File: config.mk
export PLATFORM = sky130hd
export DESIGN_NAME = fse_front
export DESIGN_NICKNAME = d
export VERILOG_FILES = /design/src/rtl/assert_macros.svh /design/src/rtl/fse_pkg.sv /design/src/rtl/fse_front.sv
export SDC_FILE = /design/constraint.sdc
export NUM_CORES = 2
export LEC_CHECK = 0
export BUFFER_PORTS_ARGS = -buffer_cell sky130_fd_sc_hd__buf_2
export CORE_MARGIN = 1.5
export CORE_UTILIZATION = 45
export CTS_BUF_LIST = sky130_fd_sc_hd__clkbuf_16
export DETAILED_ROUTE_END_ITERATION = 12
export GPL_TIMING_DRIVEN = 0
export HOLD_SLACK_MARGIN = 0.1
export PLACE_DENSITY = 0.69
export SYNTH_ARGS = -nofsm -noshare
export SYNTH_HDL_FRONTEND = slang
export SYNTH_SLANG_ARGS = --single-unit
File: constraint.sdc
create_clock -name clk_i -period 8 [get_ports clk_i]
set_clock_uncertainty 0.15 [all_clocks]
set_input_delay 0 -clock clk_i [delete_from_list [all_inputs] [get_ports clk_i]]
set_output_delay 0 -clock clk_i [all_outputs]
set_load 0.02 [all_outputs]
File: src/rtl/assert_macros.svh
// Assertion helpers, included by the back part.
`ifndef ASSERT_MACROS_SVH
`define ASSERT_MACROS_SVH
`ifndef SYNTHESIS
`define FSE_ASSERT(label, clk, rst_n, prop, msg) \
  label: assert property (@(posedge clk) disable iff (!rst_n) (prop)) else $error(msg);
`define FSE_ASSERT_NEVER(label, clk, rst_n, prop, msg) \
  label: assert property (@(posedge clk) disable iff (!rst_n) !(prop)) else $error(msg);
`else
`define FSE_ASSERT(label, clk, rst_n, prop, msg)
`define FSE_ASSERT_NEVER(label, clk, rst_n, prop, msg)
`endif
`endif

File: src/rtl/fse_pkg.sv
package fse_pkg;

  localparam int unsigned MaxHarm = 16;
  localparam int unsigned IdxW = 4;
  localparam int unsigned DegW = 5;

  localparam logic [1:0] CmdWrite = 2'd0;
  localparam logic [1:0] CmdRead = 2'd1;
  localparam logic [1:0] CmdEval = 2'd2;

  localparam logic [1:0] RegDegree = 2'd0;
  localparam logic [1:0] RegInvPeriod = 2'd1;

  localparam logic signed [31:0] Sc1 = 32'sd1686629713;
  localparam logic signed [31:0] Sc3 = -32'sd693598668;
  localparam logic signed [31:0] Sc5 = 32'sd85569306;
  localparam logic signed [31:0] Sc7 = -32'sd5026995;
  localparam logic signed [31:0] Sc9 = 32'sd172272;

  typedef struct packed {
    logic [1:0]         command;
    logic [3:0]         coeff_index;
    logic signed [31:0] coeff_cos_in;
    logic signed [31:0] coeff_sin_in;
    logic signed [31:0] sample_point;
  } req_t;

  typedef struct packed {
    logic signed [31:0] series_value;
    logic signed [31:0] coeff_cos_out;
    logic signed [31:0] coeff_sin_out;
    logic               index_error;
  } rsp_t;

  // Classified request handed from the front part to the evaluator.
  typedef struct packed {
    logic [31:0]     frac;
    logic [DegW-1:0] degree;
  } job_t;

endpackage

File: src/rtl/fse_front.sv
// Front part: executes table commands directly and queues evaluate jobs.
module fse_front (
  input  logic                clk_i,
  input  logic                rst_ni,
  input  logic                req_valid_i,
  input  fse_pkg::req_t       req_i,
  input  logic [4:0]          degree_i,
  input  logic [31:0]         inv_period_i,
  input  logic                job_pop_i,
  output logic                job_valid_o,
  output fse_pkg::job_t       job_o,
  output logic                rsp_valid_o,
  output fse_pkg::rsp_t       rsp_o,
  output logic                busy_o,
  input  logic [3:0]          rd_idx_i,
  output logic signed [31:0]  rd_cos_o,
  output logic signed [31:0]  rd_sin_o
);

  logic signed [31:0] cos_tab_q [fse_pkg::MaxHarm];
  logic signed [31:0] sin_tab_q [fse_pkg::MaxHarm];
  logic [fse_pkg::DegW-1:0] deg_eff;
  logic idx_bad;
  logic job_pend_q;
  logic mul_pend_q;
  logic [fse_pkg::DegW-1:0] mul_deg_q;
  logic signed [31:0] mul_x_q;
  logic [31:0] mul_p_q;
  fse_pkg::job_t job_q;
  logic rsp_valid_q;
  fse_pkg::rsp_t rsp_d;
  fse_pkg::rsp_t rsp_q;

  // Effective degree clamped to the range 1 to MaxHarm.
  assign deg_eff = (degree_i == '0) ? 5'd1 :
                   (degree_i > 5'(fse_pkg::MaxHarm)) ? 5'(fse_pkg::MaxHarm) : degree_i;
  assign idx_bad = {1'b0, req_i.coeff_index} >= deg_eff;

  // Coefficient table, reset to zero.
  always_ff @(posedge clk_i or negedge rst_ni) begin
    if (!rst_ni) begin
      for (int i = 0; i < fse_pkg::MaxHarm; i++) begin
        cos_tab_q[i] <= '0;
        sin_tab_q[i] <= '0;
      end
    end else if (req_valid_i && req_i.command == fse_pkg::CmdWrite && !idx_bad) begin
      cos_tab_q[req_i.coeff_index] <= req_i.coeff_cos_in;
      sin_tab_q[req_i.coeff_index] <= req_i.coeff_sin_in;
    end
  end

  assign rd_cos_o = cos_tab_q[rd_idx_i];
  assign rd_sin_o = sin_tab_q[rd_idx_i];

  // Result of a table command; other commands leave every field at zero.
  always_comb begin
    rsp_d = '0;
    if (req_valid_i) begin
      if (req_i.command == fse_pkg::CmdWrite || req_i.command == fse_pkg::CmdRead) begin
        rsp_d.index_error = idx_bad;
        if (req_i.command == fse_pkg::CmdRead && !idx_bad) begin
          rsp_d.coeff_cos_out = cos_tab_q[req_i.coeff_index];
          rsp_d.coeff_sin_out = sin_tab_q[req_i.coeff_index];
        end
      end
    end
  end

  // Table responses and the phase multiply feeding the one-entry job queue.
  always_ff @(posedge clk_i or negedge rst_ni) begin
    if (!rst_ni) begin
      rsp_valid_q <= 1'b0;
      mul_pend_q <= 1'b0;
      job_pend_q <= 1'b0;
    end else begin
      rsp_valid_q <= req_valid_i && req_i.command != fse_pkg::CmdEval;
      mul_pend_q <= req_valid_i && req_i.command == fse_pkg::CmdEval;
      if (mul_pend_q) job_pend_q <= 1'b1;
      else if (job_pop_i) job_pend_q <= 1'b0;
    end
  end

  always_ff @(posedge clk_i) begin
    rsp_q <= rsp_d;
    if (req_valid_i) begin
      mul_x_q <= req_i.sample_point;
      mul_deg_q <= deg_eff;
      mul_p_q <= inv_period_i;
    end
    if (mul_pend_q) begin
      job_q.frac <= 32'(mul_x_q * $signed({1'b0, mul_p_q}));
      job_q.degree <= mul_deg_q;
    end
  end

  assign job_valid_o = job_pend_q;
  assign job_o = job_q;
  assign rsp_valid_o = rsp_valid_q;
  assign rsp_o = rsp_q;
  assign busy_o = rsp_valid_q || mul_pend_q || job_pend_q;

endmodule

After elaboration in Yosys (flattened, before gate mapping)
Index checks and enable logic that the tools add are counted.

storage, ports and cells
  bits in registers = 1198
  input port bits = 147
  output and inout bits = 201
  word-level logic and storage cells = 89

operators by class
  $mul = 1
  order comparisons = 5
  equality and inequality tests = 3
  mux-type cells = 20
  bitwise gates (word level) = 2
  reductions and logical operators = 15

operators by type and width
  operator                                                                       count
  512-bit bitwise mux                                                            2
  32-bit binary-select mux with 4-bit select                                     4
  32-bit 2-to-1 mux                                                              9
  32-bit demux with 4-bit select                                                 1
  32-bit by 33-bit multiplier with 32-bit output                                 1
  5-bit greater-or-equal comparator (second input constant)                      2
  5-bit 2-to-1 mux                                                               2
  4-bit inverter with 5-bit output                                               2
  1-bit logical AND                                                              6
  4-bit by 5-bit greater-or-equal comparator with 1-bit output                   1
  5-bit > comparator (second input constant)                                     1
  5-bit zero test                                                                1
  5-bit by 1-bit less-than comparator with 1-bit output (second input constant)  1
  1-bit logical OR                                                               3
  3-bit AND reduction                                                            1
  2-bit by 1-bit == test with 1-bit output (second input constant)               1
  2-bit == test (second input constant)                                          1
  2-bit zero test                                                                1
  1-bit 2-to-1 mux                                                               2
  2-bit != test (second input constant)                                          1
  2-bit AND reduction                                                            1
  2-bit nonzero test                                                             1
  1-bit zero test                                                                1

Logic depth before layout (Yosys ltp)
  depth after elaboration = 7
  mapped depth = 26
  gate-level depth less buffers = 24

Least setup slack after synthesis
OpenSTA, ideal clock, no wires.

  kind = register to register
  start point = register mul_x_q[3]
  end point = register job_q (netlist bit job_o[36]) (data pin)
  library setup time = 260 ps
  data arrival time = 6499 ps
  required time = 7590 ps
  path slack = 1091 ps
  cell stages (with the launch flop) = 23
  path buffers = 2
  period minus slack after synthesis = 6909 ps
  cell sequence = edfxtp_1 -> clkbuf_1 -> clkbuf_1 -> and2_1 -> fa_1 -> fa_1 -> inv_1 -> fa_1 -> fa_1 -> inv_1 -> fa_1 -> fa_1 -> fa_1 -> fa_1 -> ha_1 -> or2_2 -> a21oi_1 -> inv_1 -> a32oi_1 -> o31ai_1 -> or4_1 -> a21oi_1 -> xnor2_1

between the ends
  cells in the longest elaborated chain, start to end = 1

RTL lines
  item                                            RTL line         RTL
  start, declared                                 fse_front.sv:27  logic signed [31:0] mul_x_q;
  start signal, assigned                          fse_front.sv:86  mul_x_q <= req_i.sample_point;
  32-bit by 33-bit multiplier with 32-bit output  fse_front.sv:91  job_q.frac <= 32'(mul_x_q * $signed({1'b0, mul_p_q}));
  end, declared                                   fse_front.sv:29  fse_pkg::job_t job_q;

No other way between the ends.
A chain may end at the register's enable or synchronous reset.

Worst setup path after layout
  start point = register mul_p_q[20]
  end point = register job_q (netlist bit job_o[36]) (data pin)

between the ends
  cells in the longest elaborated chain, start to end = 1

RTL lines
  item                                            RTL line         RTL
  start, declared                                 fse_front.sv:28  logic [31:0] mul_p_q;
  start signal, assigned                          fse_front.sv:88  mul_p_q <= inv_period_i;
  32-bit by 33-bit multiplier with 32-bit output  fse_front.sv:91

No other way between the ends.

==> results.json <==
{
  "hold_class": "input pin to flop",
  "totalWireLength_um": 232000,
  "end_kind": "flop",
  "fin_setup_tns_ns": 0,
  "die-area_mm2": 0.170,
  "grt_use_total_pct": 27.7,
  "critPathKind": "flop to flop",
  "avgSynthCellArea_um2": 14.6,
  "synth-edff-count": 106,
  "reg2reg_slack_ns": 0.10,
  "syn-cell-area_mm2": 0.0752,
  "coreArea_mm2": 0.165,
  "drt-initial-drc-count": 4104,
  "dpl.cell_count": 7683,
  "worstSetupStartpointType": "flop",
  "grt_start_max_net_pins": 169,
  "filler_cell_count": 13700,
  "tritoncts": "done",
  "htreeDepth": 4,
  "fmax_mhz": 127,
  "period_needed_ns": 7.90,
  "fin_ws_ns": 0.100,
  "max-cap-violations": 0,
  "drt-wirelength-per-cell_um": 28.1,
  "post-route-period-util_pct": 98.7,
  "grt_pass1_vias": 51700,
  "synth_common_cells": "dfrtp_1 (1027), mux2_2 (1005), mux4_2 (640)",
  "nets": 6639,
  "drtAntennaViolNets": 0,
  "drcViolationCount": 0,
  "firstDrtPassIters": 6,
  "tightest_slew_ns": 1.37,
  "place_hpwl_um": 161000,
  "synth-main-ff-cell": "dfrtp_1",
  "syn-instance-count": 5143,
  "clk_latency_ns": 0.79,
  "antenna_found_initial": 20,
  "fp.dieH_um": 412,
  "dieWidth_um": 412,
  "post-place-ws_ns": -0.294,
  "status": "complete, no violations",
  "gp_congestion": 0.945,
  "path_max_fanout": 10,
  "avgViaCountPerCell": 5.93,
  "ys_ff_latch": 1198,
  "hold_slack_ns": 0.157,
  "vias": 48800,
  "area_delta_synth_final_pct": 16.0,
  "grt_pass1_wl_um": 343000,
  "setup-violations-final": 0,
  "placementRows": 149,
  "synthMostInstantiatedCell": "dfrtp_1",
  "ff_latch_area_mm2": 0.0302,
  "slew_viol_final": 0,
  "port_buffers": 310,
  "cts_sinks": 1198,
  "cts_root_buf": "clkbuf_16",
  "hold_violations": 0,
  "arrival_ns": 8.22,
  "async_flop_share_pct": 85.7,
  "drive_gt1_share_pct": 39.3,
  "maxSlewHeadroom_pct": 8.94,
  "ys_seq_area_share_pct": 40.1,
  "cts_made_buffers": 134,
  "synth.largest_area_cell": "dfrtp_1",
  "multi_input_comb_area_mm2": 0.0412,
  "ios": 348,
  "yosysTopAreaCellShare_pct": 34.2,
  "clk_pin_slew_ns": 0.07,
  "stdcell_count": 8233,
  "gr-total-overflow": 0,
  "synthTopCellsByArea": "dfrtp_1 (34%), mux4_2 (19%), mux2_2 (15%), fa_1 (11%), edfxtp_1 (4.2%)",
  "clock_path_buffers": 3,
  "yosys_warnings": 0,
  "initial_core_util_pct": 45.5,
  "ys_types": 52,
  "cp.required_ns": 8.32
}
## logic make-up (layout without fill, tap and decap cells)
logic type / after synthesis / in the layout / share of synthesized area, %
mux: 1664 / 1664 / 34.5
flops: 1198 / 1198 / 40.1
buf+inv: 874 / 1737 / 5.23
simple gates: 677 / 677 / 5.00
fa+ha+maj: 562 / 562 / 13.4
xor+xnor: 87 / 87 / 1.01
compound gates: 80 / 80 / 0.664
other cells: 1 / 39 / 0.00499
## worst paths after layout
path	start	to	cells past startpoint
worst min-delay path	req_valid_i	mul_x_q[14]$_DFFE_PP_	3
worst max register to register	mul_p_q[20]$_DFFE_PP_	job_o[36]$_DFFE_PP_	21
worst max-delay path	mul_p_q[20]$_DFFE_PP_	job_o[36]$_DFFE_PP_	21
worst min register to register	mul_deg_q[0]$_DFFE_PP_	job_o[0]$_DFFE_PP_	0
min in group asynchronous	rst_ni	cos_tab_q[58]$_DFFE_PN0P_	4
max in group asynchronous	rst_ni	sin_tab_q[211]$_DFFE_PN0P_	6
## per-layer routing
metal	wire length, µm	track usage, %	share of wire [%]	up-vias
met5	79	0	0.034	-
met4	12300	13.8	5.3	12
met3	19300	6.29	8.3	613
met2	110000	43.9	47	2148
met1	90400	36.0	39	26200
li1	-	-	-	19900
## metrics by stage
| stage | instance area (µm²) | util, % |
|---|---|---|
| after CTS | 87000 | 52.6 |
| after global routing | 87200 | 52.7 |
| after floorplan | 75300 | - |
| after global placement | 79600 | 48.1 |
| after detailed placement | 79900 | 48.3 |
| final | 87200 | 52.7 |
## sequential cells by signal (all words and copies together) (netlist names)
register and cells:
job_valid_o 1, mul_p_q 32, job_o 37, cos_tab_q 512, mul_x_q 32, rsp_valid_o 1, mul_deg_q 5, mul_pend_q 1
sin_tab_q 512, rsp_o 65
## layout make-up
class / instances / area share (%)
Timing Repair Buffer: 626 / 5.54
Buffer: 435 / 2.69
Inverter: 433 / 1.86
Clock inverter: 106 / 0.944
Antenna cell: 7 / 0.0201
Sequential cell: 1198 / 34.6
Multi-Input combinational cell: 3102 / 47.3
Clock buffer: 137 / 3.93
Tap cell: 2189 / 3.14
## timing repair
| item | CTS | global route |
|---|---|---|
| hold buffers | 279 | 0 |
| hold endpoints to repair | 1659 | 0 |
| setup buffers | 4 | 23 |
| gates resized for setup | 18 | 70 |
| setup endpoints to repair | 6 | 7 |
## placed cells by master, fill, tap and decap left out, types with 31 or more instances in the layout
cell type | netlist | routed
fa_1 | 408 | 408
and2_1 | 351 | 351
and3_1 | 67 | 67
clkinv_1 | 0 | 31
dfrtp_1 | 1027 | 1026
clkbuf_16 | 0 | 137
mux4_2 | 640 | 640
buf_1 | 50 | 50
inv_1 | 433 | 470
clkbuf_1 | 259 | 206
buf_6 | 60 | 61
xnor2_1 | 67 | 66
dfxtp_1 | 65 | 65
buf_2 | 28 | 338
mux2_2 | 1005 | 1005
nand2_1 | 187 | 187
conb_1 | 1 | 32
dlygate4sd3_1 | 0 | 278
edfxtp_1 | 106 | 106
clkbuf_2 | 0 | 43
buf_4 | 44 | 72
ha_1 | 154 | 154
## worst max-delay path, stage by stage (launching register included)
cell and delay [ns]:
edfxtp_1 0.58, clkbuf_1 0.46, and2_1 0.23, fa_1 0.41
fa_1 0.50, inv_1 0.05, fa_1 0.56, fa_1 0.57
inv_1 0.05, fa_1 0.48, fa_1 0.58, fa_1 0.44
fa_1 0.54, ha_1 0.36, or2_2 0.30, a21oi_1 0.19
inv_1 0.06, a32oi_1 0.18, o31ai_1 0.17, or4_1 0.45
a21oi_1 0.18, xnor2_1 0.12
Power is not shown: default switching activity piles up to over one toggle a cycle in this logic, so the estimate is an artifact.
